`src/rtl/perc_pkg.sv`:
```
// percent codec shared package: command type, escape phase enum, character constants
// and the character classification and hex helper functions
// depends on nothing
package perc_pkg;

    // decode escape progress
    typedef enum logic [1:0] {
        ESC_NONE = 2'd0,
        ESC_HIGH = 2'd1,
        ESC_LOW  = 2'd2
    } t_esc_phase;

    // one queued command from front to back
    typedef struct packed {
        logic       prefix;   // emit the file prefix first
        logic       hex_esc;  // emit '%' and two hex digits of data
        logic [7:0] data;
        logic       last;
        logic       bad;
    } t_cmd;

    localparam int CMD_W = $bits(t_cmd);

    // character codes
    localparam logic [7:0] CH_PERCENT = 8'h25;
    localparam logic [7:0] CH_BSLASH  = 8'h5C;
    localparam logic [7:0] CH_SLASH   = 8'h2F;

    // byte positions within one expanded command
    localparam int         POS_W    = 4;
    localparam logic [3:0] POS_MAIN = 4'd8;
    localparam logic [3:0] POS_HI   = 4'd9;
    localparam logic [3:0] POS_LO   = 4'd10;

    // "file:///"
    function automatic logic [7:0] prefix_char(input logic [2:0] idx);
        logic [7:0] c;
        case (idx)
            3'd0:    c = 8'h66;
            3'd1:    c = 8'h69;
            3'd2:    c = 8'h6C;
            3'd3:    c = 8'h65;
            3'd4:    c = 8'h3A;
            default: c = 8'h2F;
        endcase
        return c;
    endfunction

    // uppercase hex digit
    function automatic logic [7:0] hex_char(input logic [3:0] n);
        logic [7:0] c;
        if (n < 4'd10) begin
            c = {4'h3, n};
        end else begin
            c = 8'h37 + {4'h0, n};
        end
        return c;
    endfunction

    // unreserved and reserved characters go through unescaped
    function automatic logic is_passthrough(input logic [7:0] c);
        logic p;
        p = c inside {[8'h61:8'h7A], [8'h41:8'h5A], [8'h30:8'h39],
                      8'h2D, 8'h5F, 8'h2E, 8'h7E, 8'h21, 8'h2A, 8'h27,
                      8'h28, 8'h29, 8'h3B, 8'h3A, 8'h40, 8'h26, 8'h3D,
                      8'h2B, 8'h24, 8'h2C, 8'h2F, 8'h3F, 8'h23, 8'h5B,
                      8'h5D};
        return p;
    endfunction

    // letters count from ten, digits as usual, anything else keeps its code
    function automatic logic [7:0] digit_value(input logic [7:0] c);
        logic [7:0] v;
        if (c inside {[8'h41:8'h5A]}) begin
            v = c - 8'h37;
        end else if (c inside {[8'h61:8'h7A]}) begin
            v = c - 8'h57;
        end else if (c inside {[8'h30:8'h39]}) begin
            v = c - 8'h30;
        end else begin
            v = c;
        end
        return v;
    endfunction

endpackage

```
`src/rtl/perc_front.sv`:
```
// percent codec front end: takes input bytes, tracks string and escape state,
// and turns each byte into at most one command for the back end
// depends on perc_pkg
module perc_front (
    input  logic             i_clk,
    input  logic             i_rst_n,
    input  logic             i_cfg_valid,
    input  logic             i_cfg_data,
    input  logic             i_in_valid,
    output logic             o_in_ready,
    input  logic [7:0]       i_in_byte,
    input  logic             i_in_last,
    output logic             o_push,
    output perc_pkg::t_cmd   o_cmd,
    input  logic             i_full
);
    import perc_pkg::*;

    logic       r_mode, n_mode;
    logic       r_at_start, n_at_start;
    t_esc_phase r_phase, n_phase;
    logic [3:0] r_high, n_high;

    logic       accept;
    logic [7:0] enc_byte;
    logic [7:0] dig;

    assign o_in_ready = !i_full && !i_cfg_valid;
    assign accept     = i_in_valid && o_in_ready;
    assign enc_byte   = (i_in_byte == CH_BSLASH) ? CH_SLASH : i_in_byte;
    assign dig        = digit_value(i_in_byte);

    // next state
    always_comb begin
        n_mode     = r_mode;
        n_at_start = r_at_start;
        n_phase    = r_phase;
        n_high     = r_high;
        if (i_cfg_valid) begin
            n_mode     = i_cfg_data;
            n_at_start = 1'b1;
            n_phase    = ESC_NONE;
            n_high     = 4'h0;
        end else if (accept) begin
            n_at_start = i_in_last;
            if (!r_mode) begin
                n_phase = ESC_NONE;
            end else begin
                case (r_phase)
                    ESC_NONE: begin
                        if (i_in_byte == CH_PERCENT && !i_in_last) begin
                            n_phase = ESC_HIGH;
                        end
                    end
                    ESC_HIGH: begin
                        n_high  = dig[3:0];
                        n_phase = i_in_last ? ESC_NONE : ESC_LOW;
                    end
                    default: n_phase = ESC_NONE;
                endcase
            end
        end
    end

    // command out
    always_comb begin
        o_push = 1'b0;
        o_cmd  = '0;
        if (accept) begin
            if (!r_mode) begin
                o_push        = 1'b1;
                o_cmd.prefix  = r_at_start;
                o_cmd.hex_esc = !is_passthrough(enc_byte);
                o_cmd.data    = enc_byte;
                o_cmd.last    = i_in_last;
            end else begin
                case (r_phase)
                    ESC_NONE: begin
                        if (i_in_byte != CH_PERCENT) begin
                            o_push     = 1'b1;
                            o_cmd.data = i_in_byte;
                            o_cmd.last = i_in_last;
                        end else if (i_in_last) begin
                            o_push     = 1'b1;
                            o_cmd.last = 1'b1;
                            o_cmd.bad  = 1'b1;
                        end
                    end
                    ESC_HIGH: begin
                        if (i_in_last) begin
                            o_push     = 1'b1;
                            o_cmd.last = 1'b1;
                            o_cmd.bad  = 1'b1;
                        end
                    end
                    ESC_LOW: begin
                        o_push     = 1'b1;
                        o_cmd.data = {r_high, 4'h0} + dig;
                        o_cmd.last = i_in_last;
                    end
                    default: o_push = 1'b0;
                endcase
            end
        end
    end

    // state registers
    always_ff @(posedge i_clk) begin
        if (!i_rst_n) begin
            r_mode     <= 1'b0;
            r_at_start <= 1'b1;
            r_phase    <= ESC_NONE;
            r_high     <= 4'h0;
        end else begin
            r_mode     <= n_mode;
            r_at_start <= n_at_start;
            r_phase    <= n_phase;
            r_high     <= n_high;
        end
    end

    // a mode write leaves a clean string start
    a_cfg_clears: assert property (@(posedge i_clk) disable iff (!i_rst_n)
        i_cfg_valid |=> (r_at_start && r_phase == ESC_NONE))
        else $error("state not cleared after mode write");

    // encode mode never leaves an escape pending
    a_enc_no_escape: assert property (@(posedge i_clk) disable iff (!i_rst_n)
        (!r_mode && !i_cfg_valid) |=> (r_phase == ESC_NONE))
        else $error("escape pending in encode mode");

    // a bad escape command always closes the string
    a_bad_is_last: assert property (@(posedge i_clk) disable iff (!i_rst_n)
        (o_push && o_cmd.bad) |-> (o_cmd.last && r_mode))
        else $error("bad escape not at string end");

endmodule

```
`src/rtl/perc_queue.sv`:
```
// percent codec command queue: small register fifo between front and back end
// depends on nothing
module perc_queue #(
    parameter int DEPTH = 4,
    parameter int WIDTH = 12
) (
    input  logic             i_clk,
    input  logic             i_rst_n,
    input  logic             i_push,
    input  logic [WIDTH-1:0] i_data,
    output logic             o_full,
    input  logic             i_pop,
    output logic             o_valid,
    output logic [WIDTH-1:0] o_data
);
    localparam int PTR_W = (DEPTH > 1) ? $clog2(DEPTH) : 1;
    localparam int CNT_W = $clog2(DEPTH + 1);
    localparam logic [PTR_W-1:0] PTR_MAX = PTR_W'(DEPTH - 1);
    localparam logic [CNT_W-1:0] CNT_MAX = CNT_W'(DEPTH);

    logic [WIDTH-1:0] r_mem [DEPTH];
    logic [PTR_W-1:0] r_wr_ptr, r_rd_ptr;
    logic [CNT_W-1:0] r_count;
    logic             do_push, do_pop;

    assign o_full  = (r_count == CNT_MAX);
    assign o_valid = (r_count != '0);
    assign o_data  = r_mem[r_rd_ptr];
    assign do_push = i_push && !o_full;
    assign do_pop  = i_pop && o_valid;

    // storage
    always_ff @(posedge i_clk) begin
        if (do_push) begin
            r_mem[r_wr_ptr] <= i_data;
        end
    end

    // pointers and fill count
    always_ff @(posedge i_clk) begin
        if (!i_rst_n) begin
            r_wr_ptr <= '0;
            r_rd_ptr <= '0;
            r_count  <= '0;
        end else begin
            if (do_push) begin
                r_wr_ptr <= (r_wr_ptr == PTR_MAX) ? '0 : r_wr_ptr + 1'b1;
            end
            if (do_pop) begin
                r_rd_ptr <= (r_rd_ptr == PTR_MAX) ? '0 : r_rd_ptr + 1'b1;
            end
            if (do_push && !do_pop) begin
                r_count <= r_count + 1'b1;
            end else if (do_pop && !do_push) begin
                r_count <= r_count - 1'b1;
            end
        end
    end

    // the front end only pushes when there is room
    a_no_overflow: assert property (@(posedge i_clk) disable iff (!i_rst_n)
        i_push |-> !o_full)
        else $error("push into full queue");

    // count never passes the depth
    a_count_range: assert property (@(posedge i_clk) disable iff (!i_rst_n)
        r_count <= CNT_MAX)
        else $error("queue count out of range");

endmodule

```
`src/rtl/perc_back.sv`:
```
// percent codec back end: expands one command into prefix, plain or escaped
// bytes and holds each result in an output register
// depends on perc_pkg
module perc_back (
    input  logic             i_clk,
    input  logic             i_rst_n,
    input  logic             i_q_valid,
    input  perc_pkg::t_cmd   i_q_cmd,
    output logic             o_pop,
    output logic             o_valid,
    input  logic             i_ready,
    output logic [7:0]       o_byte,
    output logic             o_last,
    output logic             o_bad
);
    import perc_pkg::*;

    logic [POS_W-1:0] r_pos, n_pos;
    logic [POS_W-1:0] eff_pos;
    logic             final_pos;
    logic             load;
    logic [7:0]       sel_byte;
    logic             r_valid, n_valid;
    logic [7:0]       r_byte;
    logic             r_last, r_bad;

    // position inside the current command; commands without prefix start at the main byte
    assign eff_pos   = i_q_cmd.prefix ? r_pos : r_pos + POS_MAIN;
    assign final_pos = i_q_cmd.hex_esc ? (eff_pos == POS_LO) : (eff_pos == POS_MAIN);
    assign load      = i_q_valid && (!r_valid || i_ready);
    assign o_pop     = load && final_pos;

    // byte selection
    always_comb begin
        case (eff_pos)
            POS_MAIN: sel_byte = i_q_cmd.hex_esc ? CH_PERCENT : i_q_cmd.data;
            POS_HI:   sel_byte = hex_char(i_q_cmd.data[7:4]);
            POS_LO:   sel_byte = hex_char(i_q_cmd.data[3:0]);
            default:  sel_byte = prefix_char(eff_pos[2:0]);
        endcase
    end

    // next step and output valid
    always_comb begin
        n_pos   = r_pos;
        n_valid = r_valid;
        if (load) begin
            n_pos   = final_pos ? '0 : r_pos + 1'b1;
            n_valid = 1'b1;
        end else if (i_ready) begin
            n_valid = 1'b0;
        end
    end

    // control registers
    always_ff @(posedge i_clk) begin
        if (!i_rst_n) begin
            r_pos   <= '0;
            r_valid <= 1'b0;
        end else begin
            r_pos   <= n_pos;
            r_valid <= n_valid;
        end
    end

    // result payload
    always_ff @(posedge i_clk) begin
        if (load) begin
            r_byte <= sel_byte;
            r_last <= final_pos && i_q_cmd.last;
            r_bad  <= final_pos && i_q_cmd.bad;
        end
    end

    assign o_valid = r_valid;
    assign o_byte  = r_byte;
    assign o_last  = r_last;
    assign o_bad   = r_bad;

    // a flagged result closes its string
    a_bad_last: assert property (@(posedge i_clk) disable iff (!i_rst_n)
        (o_valid && o_bad) |-> o_last)
        else $error("bad flag without last");

    // step counter stays inside one expansion
    a_pos_range: assert property (@(posedge i_clk) disable iff (!i_rst_n)
        r_pos <= POS_LO)
        else $error("step counter out of range");

    // mid-command the queue head stays put
    a_hold_head: assert property (@(posedge i_clk) disable iff (!i_rst_n)
        (r_pos != '0) |-> i_q_valid)
        else $error("command lost mid expansion");

endmodule

```
`src/rtl/percent_codec_core.sv`:
```
// percent codec top level: percent encoding with file prefix, or escape decoding
// a taken request goes to the command queue, then its result to the output register;
// throughput one request a cycle for single byte results while the output is ready and
// the queue has room; escapes and prefixes expand one byte a cycle, which sets the rate
// the command queue lets the input side run ahead by its depth
// synchronous active-low reset: mode encode, string start, no escape, queue and output empty
module percent_codec_core #(
    parameter int QUEUE_DEPTH = 4
) (
    input  logic       i_clk,
    input  logic       i_rst_n,
    // mode register write
    input  logic       i_cfg_valid,
    output logic       o_cfg_ready,
    input  logic       i_cfg_data,      // mode: 0 encode, 1 decode
    // input bytes
    input  logic       i_s_axis_tvalid,
    output logic       o_s_axis_tready,
    input  logic [7:0] i_s_axis_tdata,  // [7:0] in_byte
    input  logic       i_s_axis_tlast,  // end_of_string
    // result bytes
    output logic       o_m_axis_tvalid,
    input  logic       i_m_axis_tready,
    output logic [7:0] o_m_axis_tdata,  // [7:0] out_byte
    output logic       o_m_axis_tlast,  // last_out
    output logic       o_m_axis_tuser   // [0] bad_escape
);
    import perc_pkg::*;

    logic               push, full, pop, q_valid;
    t_cmd               push_cmd, head_cmd;
    logic [CMD_W-1:0]   head_bits;

    assign o_cfg_ready = 1'b1;
    assign head_cmd    = t_cmd'(head_bits);

    // byte classification and escape tracking
    perc_front u_front (
        .i_clk       (i_clk),
        .i_rst_n     (i_rst_n),
        .i_cfg_valid (i_cfg_valid),
        .i_cfg_data  (i_cfg_data),
        .i_in_valid  (i_s_axis_tvalid),
        .o_in_ready  (o_s_axis_tready),
        .i_in_byte   (i_s_axis_tdata),
        .i_in_last   (i_s_axis_tlast),
        .o_push      (push),
        .o_cmd       (push_cmd),
        .i_full      (full)
    );

    // command queue
    perc_queue #(
        .DEPTH (QUEUE_DEPTH),
        .WIDTH (CMD_W)
    ) u_queue (
        .i_clk   (i_clk),
        .i_rst_n (i_rst_n),
        .i_push  (push),
        .i_data  (push_cmd),
        .o_full  (full),
        .i_pop   (pop),
        .o_valid (q_valid),
        .o_data  (head_bits)
    );

    // expansion and output register
    perc_back u_back (
        .i_clk     (i_clk),
        .i_rst_n   (i_rst_n),
        .i_q_valid (q_valid),
        .i_q_cmd   (head_cmd),
        .o_pop     (pop),
        .o_valid   (o_m_axis_tvalid),
        .i_ready   (i_m_axis_tready),
        .o_byte    (o_m_axis_tdata),
        .o_last    (o_m_axis_tlast),
        .o_bad     (o_m_axis_tuser)
    );

endmodule
```
`config.mk`:
```
export PLATFORM = sky130hd
export DESIGN_NAME = percent_codec_core
export DESIGN_NICKNAME = d
export VERILOG_FILES = /design/src/rtl/perc_pkg.sv /design/src/rtl/perc_front.sv /design/src/rtl/perc_queue.sv /design/src/rtl/perc_back.sv /design/src/rtl/percent_codec_core.sv
export SDC_FILE = /design/constraint.sdc
export NUM_CORES = 1
export LEC_CHECK = 0
export BUFFER_PORTS_ARGS = -buffer_cell sky130_fd_sc_hd__buf_2
export CORE_MARGIN = 1.5
export CORE_UTILIZATION = 59
export DETAILED_ROUTE_END_ITERATION = 7
export PLACE_DENSITY = 0.8
export SLEW_MARGIN = 5
export SYNTH_ARGS = -nofsm -noshare
export SYNTH_HDL_FRONTEND = slang
export SYNTH_SLANG_ARGS = --single-unit
export TNS_END_PERCENT = 50
```
`constraint.sdc`:
```
create_clock -name i_clk -period 4.3 [get_ports i_clk]
set_input_delay 0.645 -clock i_clk [delete_from_list [all_inputs] [get_ports i_clk]]
set_output_delay 0.645 -clock i_clk [all_outputs]
set_load 0.1 [all_outputs]
```
**Yosys cells after proc, flatten, opt, wreduce, memory -nomap -nowiden**

Memory sizes are Yosys's and may differ from the RTL's. A register that Yosys moved wholly into a read port is not among the register bits.
Index checks and enable logic that the tools add are counted.

- $add $sub $neg: 12
- Bitwise operators: 1
- Muxes and demuxes: 42
- Reductions and logical operators: 34
- Equality and inequality tests: 38
- Magnitude comparators: 14

Operator list:

| cell | number |
|---|---|
| 8-bit by 6-bit equality test with 1-bit output, second input constant | 18 |
| 8-bit 2-to-1 mux | 8 |
| 8-bit by 7-bit equality test with 1-bit output, second input constant | 6 |
| 7-bit one-hot mux with 5 select lines | 1 |
| 8-bit by 7-bit greater-or-equal comparator with 1-bit output, second input constant | 4 |
| 8-bit by 7-bit <= comparator with 1-bit output, second input constant | 4 |
| 25-bit nonzero test | 1 |
| 8-bit one-hot mux with 3 select lines | 1 |
| 2-bit 2-to-1 mux | 9 |
| 1-bit logical AND | 17 |
| 8-bit by 6-bit greater-or-equal comparator with 1-bit output, second input constant | 2 |
| 8-bit by 6-bit <= comparator with 1-bit output, second input constant | 2 |
| 8-bit one-hot mux with 2 select lines | 1 |
| 8-bit by 6-bit subtractor with 8-bit output, second input constant | 2 |
| 6-bit by 4-bit adder with 7-bit output, first input constant | 2 |
| 4-bit equality test, second input constant | 3 |
| 1-bit 2-to-1 mux | 12 |
| 12-bit 2-to-1 mux | 1 |
| 9-bit 2-to-1 mux | 1 |
| 8-bit adder | 1 |
| 4-bit < comparator, second input constant | 2 |
| 4-bit 2-to-1 mux | 2 |
| 8-bit by 6-bit inequality test with 1-bit output, second input constant | 1 |
| 8-bit by 7-bit subtractor with 8-bit output, second input constant | 1 |
| 25 further kinds | 39 |

- Input bits: 15
- Output and inout port bits: 13
- Flip-flop bits (word level): 30
- Bits in writable memories: 48
- Memories: 1
- Logic and storage cells: 154

Memories:

| memory | words | bits a word | rd ports | clocked after Yosys merged registers in | wr ports | RTL line | RTL |
|---|---|---|---|---|---|---|---|
| u_queue.r_mem | 4 | 12 | 1 | 1 | 1 | perc_queue.sv:21 | `logic [WIDTH-1:0] r_mem [DEPTH];` |

**Depth between registers and ports, before layout**

Gate-level depths: netlist of run 1.

- Depth after elaboration: 10
- Mapped depth: 16
- Depth with buffers taken out: 15

**Hierarchy**

From an unflattened synthesis of run 1, not the netlist that was laid out.

- Cells, all modules: 455
- Area total of the unflattened synthesis: 4795.8 um^2

Modules (own cells, without submodules):

| module | area each (um^2) | cells each | instances | sequential area each (um^2) |
|---|---|---|---|---|
| perc_queue | 2229.6 | 113 | 1 | 1621.6 |
| perc_front | 1485.2 | 221 | 1 | 160.2 |
| perc_back | 1069.8 | 119 | 1 | 400.4 |
| percent_codec_core | 11.3 | 2 | 1 | 0.0 |

**Least setup slack after synthesis of run 1**

Ideal clock, no wire load.

- Path kind: input to register
- Start point: in i_cfg_valid
- End point: reg u_queue.r_count[2]
- Setup time: 76 ps
- Data required time: 4224 ps
- Stages on the path: 9
- Path slack: -15 ps
- Arrival: 4239 ps
- Cells stage by stage: a21oi_1 -> nand2_1 -> a31oi_1 -> ha_1 -> inv_1 -> fa_1 -> xor2_1 -> or3_1 -> a21boi_0

- Cells in the longest elaborated chain, start to end: 8

Ends and longest elaborated chain:

| item | RTL line | RTL |
|---|---|---|
| from (decl) | percent_codec_core.sv:13 | `input logic i_cfg_valid,` |
| 1-bit logical NOT (*) | perc_front.sv:28 | `assign o_in_ready = !i_full && !i_cfg_valid;` |
| 1-bit logical AND (*) | perc_front.sv:28 |  |
| 1-bit logical AND (*) | perc_front.sv:29 | `assign accept = i_in_valid && o_in_ready;` |
| 1-bit 2-to-1 mux (*) | perc_front.sv:69 | `if (accept) begin` |
| 1-bit logical AND (*) | perc_queue.sv:29 | `assign do_push = i_push && !o_full;` |
| named net u_queue.do_push | perc_queue.sv:24 | `logic do_push, do_pop;` |
| 1-bit logical NOT | perc_queue.sv:54 | `end else if (do_pop && !do_push) begin` |
| 1-bit logical AND | perc_queue.sv:54 |  |
| 2-bit nonzero test (no line) | -- |  |
| to (signal assigned) | perc_queue.sv:53 | `r_count <= r_count + 1'b1;` |
| to (signal assigned) | perc_queue.sv:55 | `r_count <= r_count - 1'b1;` |
| to (decl) | perc_queue.sv:23 | `logic [CNT_W-1:0] r_count;` |

Mark *: on every way through the listed nets, which the timed path passes. The rest lies on a longest branch.
A chain may end at the register's enable or synchronous reset.

==> results of run 1 <==
-- state kept, by name (all words and copies together), names as in the netlist, 2 cells and up, named ones only --
signal            count
u_front.r_phase       2
u_queue.r_count       3
u_front.r_high        4
u_queue.r_mem        48
u_back.o_byte         8
u_queue.r_wr_ptr      2
u_back.r_pos          4
u_queue.r_rd_ptr      2
-- power groups by stage --
| stage | registers, mW | clock network (mW) | logic [mW] |
|---|---|---|---|
| after floorplan | 1.44 | 0 | 0.639 |
| after global placement | 1.06 | 0 | 1.23 |
| after detailed placement | 1.07 | 0 | 1.26 |
| after CTS | 1.05 | 0.663 | 1.27 |
| after global routing | 1.07 | 0.692 | 1.37 |
| final | 1.05 | 0.655 | 1.28 |
-- metal layers --
metal  part of all wire (%)  GRT usage [%]  vias up
li1                       -              -     1727
met1                     41           32.8     1773
met2                     51           47.0      131
met3                    4.0           5.04       34
met4                    3.5           12.5        0
met5                      0              0        -
-- worst register-to-register path: stages (launching register included) --
cell and delay (ns):
dfxtp_1 0.37, buf_4 0.27, mux4_2 0.64, mux2i_1 0.29, nor2b_4 0.09, nand2_4 0.12
ha_1 0.21, inv_1 0.08, fa_1 0.43, xor2_1 0.16, or3_1 0.30, a21boi_0 0.16
-- cell families after synthesis --
kind of cell    count (synthesis)  synth area share (%)
compound gates                108                  14.8
xor+xnor                       12                  2.20
fa+ha+maj                      29                  7.90
buf+inv                        45                  4.21
flops                          80                  45.6
mux                            21                  7.63
other cells                     1                0.0784
simple gates                  154                  17.6
-- area by class of cell --
class                           instances  area [um^2]  area share (%)
Multi-Input combinational cell        325         2410            45.8
Sequential cell                        80         2180            41.5
Clock buffer                           11          174            3.31
Timing Repair Buffer                   36          205            3.90
Clock inverter                          5         75.1            1.43
Inverter                               23         87.6            1.67
Tap cell                              102          128            2.43
-- cells in the mapped netlist, types with 3 or more instances --
| master | n |
|---|---|
| edfxtp_1 | 58 |
| nand2_1 | 35 |
| nor2_1 | 30 |
| ha_1 | 27 |
| a21oi_1 | 26 |
| dfxtp_1 | 22 |
| inv_1 | 21 |
| o21ai_0 | 21 |
| clkbuf_1 | 14 |
| mux4_2 | 12 |
| nor2b_1 | 12 |
| and2_1 | 11 |
| a31oi_1 | 10 |
| nand2b_1 | 10 |
| nor3_1 | 9 |
| xnor2_1 | 9 |
| mux2i_1 | 8 |
| nand3_1 | 8 |
| a211oi_1 | 6 |
| a311oi_1 | 5 |
| nand4_1 | 5 |
| or3_1 | 5 |
| buf_4 | 4 |
| o21ai_1 | 4 |
| o22ai_1 | 4 |
| and3_1 | 3 |
| nor4_1 | 3 |
| nor4b_1 | 3 |
| o21a_1 | 3 |
| o221ai_1 | 3 |
| o31ai_1 | 3 |
| xor2_1 | 3 |
-- final timing paths --
check                      from                  end  cells after the start
max           i_s_axis_tdata[1]  u_queue.r_mem[2][8]                     16
min          u_front.r_at_start   u_front.r_at_start                      2
max reg2reg                flop   u_queue.r_count[2]                     11
min reg2reg  u_front.r_at_start   u_front.r_at_start                      2
-- stage by stage --
| stage | setup slack [ns] | utilization (%) |
|---|---|---|
| 6_report | 0.568 | 67.3 |
| 5_1_grt | 0.333 | 67.3 |
| 4_1_cts | 0.642 | 67.3 |
| 3_5_place_dp | 0.289 | 64.2 |
| 3_3_place_gp | 0.386 | 64.2 |
| 2_1_floorplan | 0.704 | - |
-- cells in the final DEF (no fill, tap or decap), drive strengths merged, types with 3 or more instances in the layout --
cell type	synthesis	layout
a211oi	7	7
a21boi	4	4
a21oi	28	28
a311oi	5	5
a31oi	10	10
and2	12	12
and3	3	3
buf	8	36
clkbuf	14	11
clkinv	2	3
dfxtp	22	22
edfxtp	58	58
ha	27	27
inv	21	24
mux2i	8	8
mux4	12	12
nand2	37	37
nand2b	10	10
nand3	8	8
nand4	5	5
nor2	30	30
nor2b	14	14
nor3	10	10
nor4	3	3
nor4b	3	3
o21a	3	3
o21ai	25	25
o221ai	3	3
o22ai	4	4
o31ai	3	3
or3	6	6
xnor2	9	9
xor2	3	3
==> metrics.md, run 1 <==
| Metric | Value |
|---|---|
| DIE AREA | `~8700 um^2` |
| Unrepaired setup endpoints after global routing | `false` |
| Via/cell ratio | `6.30` |
| Clk_skew | `0.0209 ns` |
| GP Congestion | `0.914` |
| Measured slew at the worst slew-check pin | `0.754 ns` |
| Worst Path Buf+Inv | `3` |
| Routed Wire Length | `11.0 mm` |
| Synth warn | `0` |
| CP cell instances | `buf_2 > inv_1 > ha_1 > or4b_4 > a21oi_2 > or3_4 > nand2_1 > a21oi_1 > xnor2_1 > ha_1 > inv_1 > fa_1 > xnor2_1 > mux2i_1 > o22a_1 > nor2_1` |
| Initial Util | `61.3%` |
| Min-delay worst type | `reg -> reg` |
| Largest delay contributor family on the critical path | `simple AND/OR/NAND/NOR gates` |
| Synthesis-to-finish area growth | `9.86%` |
| Comb pwr share | `a little over two fifths` |
| Root buffer cell | `clkbuf_8` |
| Crit-path slowest cell | `or4b_4` |
| Initial antenna violation count | `0` |
| Outcome | `completed` |
| Non-Filler Instances | `582` |
| Avg Cell Area, Syn | `10.6 um^2` |
| Max_cap viols | `0` |
| Leading area contributor after synthesis | `edfxtp_1` |
| Number of flops mapped to enable cells by yosys | `58` |
| H-tree depth | `3` |
| Number of global-route vias before repair | `approximately 3600` |
| DR WL/cell | `19.0 um` |
| Final setup TNS | `0 ns` |
| Cell Int Power | `1.70 mW` |
| Fin crit share | `86.8%` |
| Crit path capture type | `flop` |
| Iter 0 DRT Violations | `between 200 and 300` |
| First-pass GRT wire length | `roughly 18 mm` |
| CP Class | `in -> reg` |
| Crit path required time | `4.46 ns` |
| Remaining DRCs | `0` |
| Die Width | `about 93 um` |
| Worst-path fanout max | `10` |
| Post-synth ARST share | `0%` |
| CTS tree | `built` |
| PostCTS Resize Cnt | `0` |
| Area of the core | `7810 um^2` |
| Worst Setup Start Kind | `input pin` |
| Layout cells sized above 1 | `17.3%` |
| Later-pin clock latency in the skew report | `0.36 ns` |
| LEAKAGE | `1.95 nW` |
| Fin Hold WS | `0.468 ns` |
| Clk pwr share | `21.9%` |
| Nets | `around 520` |
| Switching Fraction | `43.0%` |
| Global route total overflow | `0` |
| Synth top area share | `36.4%` |
| I/O Pins | `28` |
| Mapped cell area | `4790 um^2` |
| Seq/Total Area, Yosys | `a little under half` |
| R2r setup slk | `1.12 ns` |
| F_max | `0.268 GHz` |
| Flops & latches, synth | `80` |
| Worst EP arrival | `about 3.9 ns` |
| CTS sink cnt | `80` |
| Final setup viols | `0` |
| DR pass1 iterations | `5` |
| Fillers | `593` |
| Hold_buf cts | `0` |
| Synth Flop Type | `edfxtp_1` |
| Inserted Clock Buffers | `9` |
| Power per standard cell area | `between 500 and 600 nW/um^2` |
| Post-DRT Antenna Nets | `0` |
| Slew Viols, Final | `0` |
| Fin area | `5260 um^2` |
| Top area cells in the synthesized netlist | `edfxtp_1 (36%), dfxtp_1 (9.2%), ha_1 (7.1%), mux4_2 (5.6%), nand2_1 (2.7%)` |
| Max clock buf depth | `2` |
| Power Total | `2.99 mW` |
| GRT Overall Usage | `between 20% and 30%` |
| Clk slew on worst S/H paths | `0.09 ns` |
| Rel. slew slack | `49.4%` |
| Antenna diodes | `0` |
| Buffers added on ports | `26` |
| Detailed placement HPWL | `8.01 mm` |
| Peak VDD IR | `0.277 mV` |
| Die Ht | `93.1 um` |
| Setup bufs post-CTS | `0` |
| Post-synthesis cell count | `450` |
| Final min period | `3.73 ns` |
| Cell variety after synth | `74` |
| Final hold violation count | `0` |
| Sw Pwr | `1.29 mW` |
| Seq pwr share | `between 30% and 40%` |
| Mapped Nets | `slightly below 500` |
| DP Area | `5010 um^2` |
| CP peak stage delay | `0.50 ns` |
| Dpl cells | `566` |
| Num rows | `32` |
| Detailed-route via count | `3665` |
| Largest net degree at the start of global routing | `18` |
Note: power is estimated with default switching activity, not from simulation.
==> inputs of run 2 (changes only) <==
Settings changed: BUFFER_PORTS_ARGS -buffer_cell sky130_fd_sc_hd__buf_2 to default, DONT_BUFFER_PORTS from default to 1, PLACE_DENSITY 0.8 to 0.77.
Clock period 4.3 ns to 4.2 ns, I/O delays scaled along.
==> run 2 against run 1 <==
Sequential cell count stayed put. Routed wire length is 6.9% lower. Non-clock buffer count is 28 lower. Clock power is 9.6% lower. Highest routed layer unchanged. Clock-buffer cell count is 2 lower. Largest power group is now sequential cells. Critical endpoint is now u_queue.r_mem[0][8]. Sequential power is 39% higher.
==> metrics.md, run 2 (synthesis results as in run 1) <==
| Metric | Value |
|---|---|
| DR pass1 iterations | `4 (-1)` |
| Outcome | `completed` |
| Root buffer cell | `clkbuf_8` |
| Final WS setup | `0.619 ns (+0.0505 ns)` |
| CTS sink cnt | `80 (unchanged)` |
| Later-pin clock latency in the skew report | `0.35 ns (about the same)` |
| Met3 Resource Use GR | `4.47% (-0.57 points)` |
| H-tree depth | `3 (unchanged)` |
| Slew Viols, Final | `0 (unchanged)` |
| Fin area | `5080 um^2 (-3.5%)` |
| Initial antenna violation count | `0 (unchanged)` |
| Initial Util | `61.3% (unchanged)` |
| Remaining DRCs | `0 (unchanged)` |
| DIE AREA | `8660 um^2 (unchanged)` |
| Power per standard cell area | `572 nW/um^2 (+0.74%)` |
| Detailed placement HPWL | `7.64 mm (-4.6%)` |
| Met1 Usage GRT | `28.8% (-4.0 points)` |
| Setup bufs post-CTS | `0 (unchanged)` |
| First-pass GRT wire length | `16.4 mm (-8.3%)` |
| GR Layer Usage met2 | `43.2% (-3.8 points)` |
| Post-layout util | `65.0% (-2.3 points)` |
| Max reg flops | `48 (unchanged)` |
| Die Width | `93.1 um (unchanged)` |
| Routed Wire Length | `10.3 mm (-6.9%)` |
| Measured slew at the worst slew-check pin | `0.895 ns (+0.141 ns)` |
| PostCTS Resize Cnt | `0 (unchanged)` |
| LEAKAGE | `1.82 nW (-6.8%)` |
| Antenna diodes | `0 (unchanged)` |
| Buffers added on ports | `0 (-100%)` |
| Rel. slew slack | `40.4% (-9.0 points)` |
| CP Class | `in -> reg` |
| Number of global-route vias before repair | `3477 (-3.7%)` |
| Nets | `491 (-5.4%)` |
| Layout cells sized above 1 | `12.4% (-4.9 points)` |
| Crit path required time | `4.36 ns (-0.10 ns)` |
| Biggest register | `u_queue.r_mem` |
| Inserted Clock Buffers | `9 (unchanged)` |
| Worst Setup Start Kind | `input pin` |
| Hold_buf cts | `0 (unchanged)` |
| DR WL/cell | `18.5 um (-2.2%)` |
| Detailed-route via count | `3509 (-4.3%)` |
| Peak VDD IR | `0.267 mV (-3.6%)` |
| Min-delay worst type | `in -> reg` |
| Clk_skew | `0.0201 ns (-0.000845 ns)` |
| Commonest cells after routing, fill and taps aside | `edfxtp_1 (58), nand2_1 (35), nor2_1 (30)` |
| Final setup TNS | `0 ns (unchanged)` |
| CTS tree | `built` |
| I/O Pins | `28 (unchanged)` |
| Die Ht | `93.1 um (unchanged)` |
| Via/cell ratio | `6.33 (+0.58%)` |
| Num rows | `32 (unchanged)` |
| Final min period | `about 3.6 ns` |
| GP Congestion | `0.972 (+6.4%)` |
| Iter 0 DRT Violations | `251 (-4.2%)` |
| Post-DRT Antenna Nets | `0 (unchanged)` |
| Largest net degree at the start of global routing | `18 (unchanged)` |
| Area of the core | `7810 um^2 (unchanged)` |
| Max_cap viols | `0 (unchanged)` |
| Synthesis-to-finish area growth | `6.07%` |
| Global route total overflow | `0 (unchanged)` |
| Fin Hold WS | `0.404 ns (-0.0645 ns)` |
| Fin crit share | `85.3%` |
| Final hold violation count | `0 (unchanged)` |
| Clk slew on worst S/H paths | `0.09 ns (about the same)` |
| Worst EP arrival | `3.74 ns (-0.16 ns)` |
| Crit path capture type | `flop` |
| Pre-CTS setup slack | `0.315 ns (+0.0265 ns)` |
| Max clock buf depth | `2 (unchanged)` |
| Commonest non-fill, non-tap cell in the layout | `edfxtp_1` |
| Worst-path fanout max | `10 (unchanged)` |
| Final setup viols | `0 (unchanged)` |
| F_max | `around 0.28 GHz` |
| DP Area | `4870 um^2 (-2.8%)` |
| GRT Overall Usage | `24.5% (-2.7 points)` |
| Unrepaired setup endpoints after global routing | `false` |
| Grt peak-use layer | `met2` |
run 2: cell count changes in the layout (fill, tap and decap cells not counted):
cell,delta
buf_2,-26
a21oi_1,-1
a21oi_2,+1
inv_6,+1
inv_8,-1
clkbuf_16,-2
buf_4,-2
inv_4,+2
run 2: report_power, final:
group	internal, mW	switching [mW]	leakage, nW	total [mW]
combinational	0.337	0.513	0.985	0.849
clock	0.287	0.305	0.108	0.592
sequential	1.01	0.451	0.723	1.46
total	1.64	1.27	1.82	2.90
run 2: critical path, stage by stage:
cell and delay [ns]:
inv_1 0.09, ha_1 0.32, or4b_4 0.54, a21oi_2 0.24
or3_4 0.19, nand2_1 0.12, a21oi_1 0.18, xnor2_1 0.14
ha_1 0.18, inv_1 0.06, fa_1 0.38, xnor2_1 0.16
mux2i_1 0.09, o22a_1 0.22, nor2_1 0.19
run 2: worst paths after layout:
path,startpoint,endpoint,slack (ns),cells after the start
max,i_s_axis_tdata[1],u_queue.r_mem[0][8],0.62,15
min,i_rst_n,u_queue.r_count[0],0.40,1
max reg2reg,flop,u_queue.r_count[2],0.88,10
min reg2reg,u_front.r_at_start,u_front.r_at_start,0.47,2
run 2: cell type report:
type | instances | area (um^2)
multi-input cells | 325 | 2410
inverters | 23 | 87.6
clock buffers | 9 | 124
well taps | 102 | 128
flip-flops and latches | 80 | 2180
clock inverters | 7 | 85.1
repair buffers | 8 | 60.1
fillers | 620 | 2730
run 2: metrics by stage:
step	total power, mW	cells
3_3_place_gp	2.29	538
4_1_cts	2.91	554
2_1_floorplan	2.13	450
6_report	2.90	554
5_1_grt	3.04	554
3_5_place_dp	2.32	538
run 2: per-layer routing:
metal	part of all wire (%)	vias to the layer above	wire, um
li1	-	1676	-
met1	42	1676	4280
met2	51	135	5230
met3	5.0	22	517
met4	2.4	0	244
met5	0	-	0
==> inputs of run 3 (changes only) <==
Settings changed: HOLD_SLACK_MARGIN from default to 0.05, RECOVER_POWER from default to 50.
==> run 3 against run 2 <==
Clock power about the same. Utilization decreased by 0.51 points. Register-to-register slack got worse by 0.18 ns. Final area decreased by 0.79%. Routed wire length decreased by 0.33%. Maximum frequency is 2.1% lower.
==> metrics.md, run 3 (synthesis results as in run 1) <==
| Metric | Value |
|---|---|
| Post-DRT Antenna Nets | `0 (unchanged)` |
| FF-to-FF End | `u_queue.r_count[2]` |
| Later-pin clock latency in the skew report | `0.35 ns (about the same)` |
| Crit path capture type | `flop` |
| Nets | `491 (unchanged)` |
| Power per standard cell area | `571 nW/um^2 (-0.15%)` |
| Worst-path fanout max | `10 (unchanged)` |
| Measured slew at the worst slew-check pin | `1.21 ns (+0.317 ns)` |
| Detailed placement HPWL | `7.64 mm (unchanged)` |
| Num rows | `32 (unchanged)` |
| GRT Overall Usage | `24.5% (unchanged)` |
| Buffers added on ports | `0 (unchanged)` |
| Peak VDD IR | `0.263 mV (-1.2%)` |
| Routed Wire Length | `10.2 mm (-0.33%)` |
| R2r worst-path depth | `10 (unchanged)` |
| First-pass GRT wire length | `16.4 mm (unchanged)` |
| LEAKAGE | `1.78 nW (-1.7%)` |
| Largest net degree at the start of global routing | `18 (unchanged)` |
| Commonest non-fill, non-tap cell in the layout | `edfxtp_1` |
| Hold_buf cts | `0 (unchanged)` |
| Inserted Clock Buffers | `9 (unchanged)` |
| DR WL/cell | `18.5 um (-0.33%)` |
| Remaining DRCs | `0 (unchanged)` |
| Hold Crit Start | `i_rst_n` |
| GP Congestion | `0.972 (unchanged)` |
| Die Ht | `93.1 um (unchanged)` |
| Die Width | `93.1 um (unchanged)` |
| DIE AREA | `8660 um^2 (unchanged)` |
| CP Class | `in -> reg` |
| Area of the core | `7810 um^2 (unchanged)` |
| Critical Path Start | `i_s_axis_tdata[1]` |
| R2r setup slk | `0.70 ns (-0.18 ns)` |
| FF+latch area | `2180 um^2 (unchanged)` |
| Final setup viols | `0 (unchanged)` |
| Biggest register | `u_queue.r_mem` |
| Antenna diodes | `0 (unchanged)` |
| Max clock buf depth | `2 (unchanged)` |
| Min-delay worst type | `in -> reg` |
| Setup bufs post-CTS | `0 (unchanged)` |
| Fin crit share | `87.1% (+1.8 points)` |
| Global route total overflow | `0 (unchanged)` |
| Unrepaired setup endpoints after global routing | `false` |
| Fin area | `5040 um^2 (-0.79%)` |
| Worst Setup Start Kind | `input pin` |
| Outcome | `completed` |
| Synthesis-to-finish area growth | `5.23%` |
| Detailed-route via count | `3493 (-0.46%)` |
| Number of global-route vias before repair | `3477 (unchanged)` |
| Max_cap viols | `0 (unchanged)` |
| Final min period | `3.66 ns (+0.0774 ns)` |
| H-tree depth | `3 (unchanged)` |
| PostCTS Resize Cnt | `0 (unchanged)` |
| I/O Pins | `28 (unchanged)` |
| Iter 0 DRT Violations | `264 (+5.2%)` |
| Commonest cells after routing, fill and taps aside | `edfxtp_1 (58), nand2_1 (36), nor2_1 (30)` |
| Final setup TNS | `0 ns (unchanged)` |
| Initial antenna violation count | `0 (unchanged)` |
| Layout cells sized above 1 | `10.2% (-2.2 points)` |
| Rel. slew slack | `19.2% (-21 points)` |
| Root buffer cell | `clkbuf_8` |
| DR pass1 iterations | `5 (+1)` |
| Hold worst-path end | `u_queue.r_wr_ptr[1]` |
| Area of the multi-input gates | `2380 um^2 (-1.0%)` |
| F_max | `0.273 GHz (-2.1%)` |
| Initial Util | `61.3% (unchanged)` |
| Crit path required time | `4.35 ns (about the same)` |
| Worst EP arrival | `3.81 ns (+0.07 ns)` |
| Final hold violation count | `0 (unchanged)` |
| Via/cell ratio | `6.31 (-0.46%)` |
| Worst hold path depth | `1 (unchanged)` |
| Fillers | `629 (+1.5%)` |
| Clk slew on worst S/H paths | `0.09 ns (about the same)` |
| Slew Viols, Final | `0 (unchanged)` |
| CTS tree | `built` |
| DP Area | `4870 um^2 (unchanged)` |
| Clk_skew | `0.0183 ns (-0.00183 ns)` |
| Power Total | `2.88 mW (-0.93%)` |
| Max reg flops | `48 (unchanged)` |
| CTS sink cnt | `80 (unchanged)` |
[run 3: changes by cell type in the layout (fill, tap and decap cells not counted), sizes merged]
cell,change
clkbuf,+4
buf,-4
[run 3: where the power goes]
group	switching, mW	leakage [nW]	internal, mW
clock network	0.305	0.108	0.287
logic	0.510	0.953	0.310
registers	0.450	0.723	1.01
[run 3: layout make-up]
type,count,area share [%]
Clock buffer,9,2.46
Clock inverter,7,1.69
Inverter,23,1.74
Multi-Input combinational cell,325,47.4
Sequential cell,80,43.3
Tap cell,102,2.53
Timing Repair Buffer,8,0.894
[run 3: how the worst max path moves through the flow]
stage / to / slack [ns]
after floorplan: u_queue.r_mem[0][8] / 0.62
after global placement: u_queue.r_mem[0][8] / 0.43
after detailed placement: u_queue.r_mem[0][8] / 0.32
after CTS: u_queue.r_mem[0][8] / 0.67
after global routing: u_queue.r_mem[2][8] / 0.24
final: u_queue.r_mem[0][8] / 0.54
[run 3: critical path: stages]
cell and delay (ns):
inv_1 0.09, ha_1 0.32, or4b_1 0.54, a21boi_0 0.25, a311o_2 0.23, nand2_1 0.14, a21oi_1 0.18, xnor2_1 0.14
ha_1 0.18, inv_1 0.06, fa_1 0.38, xnor2_1 0.16, mux2i_1 0.09, o22a_1 0.22, nor2_1 0.19
[run 3: per-layer routing]
metal	track usage [%]	share of wire, %	vias to the layer above
li1	-	-	1672
met4	11.5	2.3	0
met2	43.2	51	131
met3	4.47	5.0	20
met5	0	0	-
met1	28.8	42	1670
[run 3: stage by stage]
stage / cells / util, % / setup WS [ns] / hold slack, ns
after floorplan: 450 / - / 0.619 / 0.429
after global placement: 538 / 62.3 / 0.432 / 0.443
after detailed placement: 538 / 62.3 / 0.315 / 0.449
after CTS: 554 / 65.0 / 0.672 / 0.385
after global routing: 554 / 64.5 / 0.241 / 0.389
final: 554 / 64.5 / 0.541 / 0.406
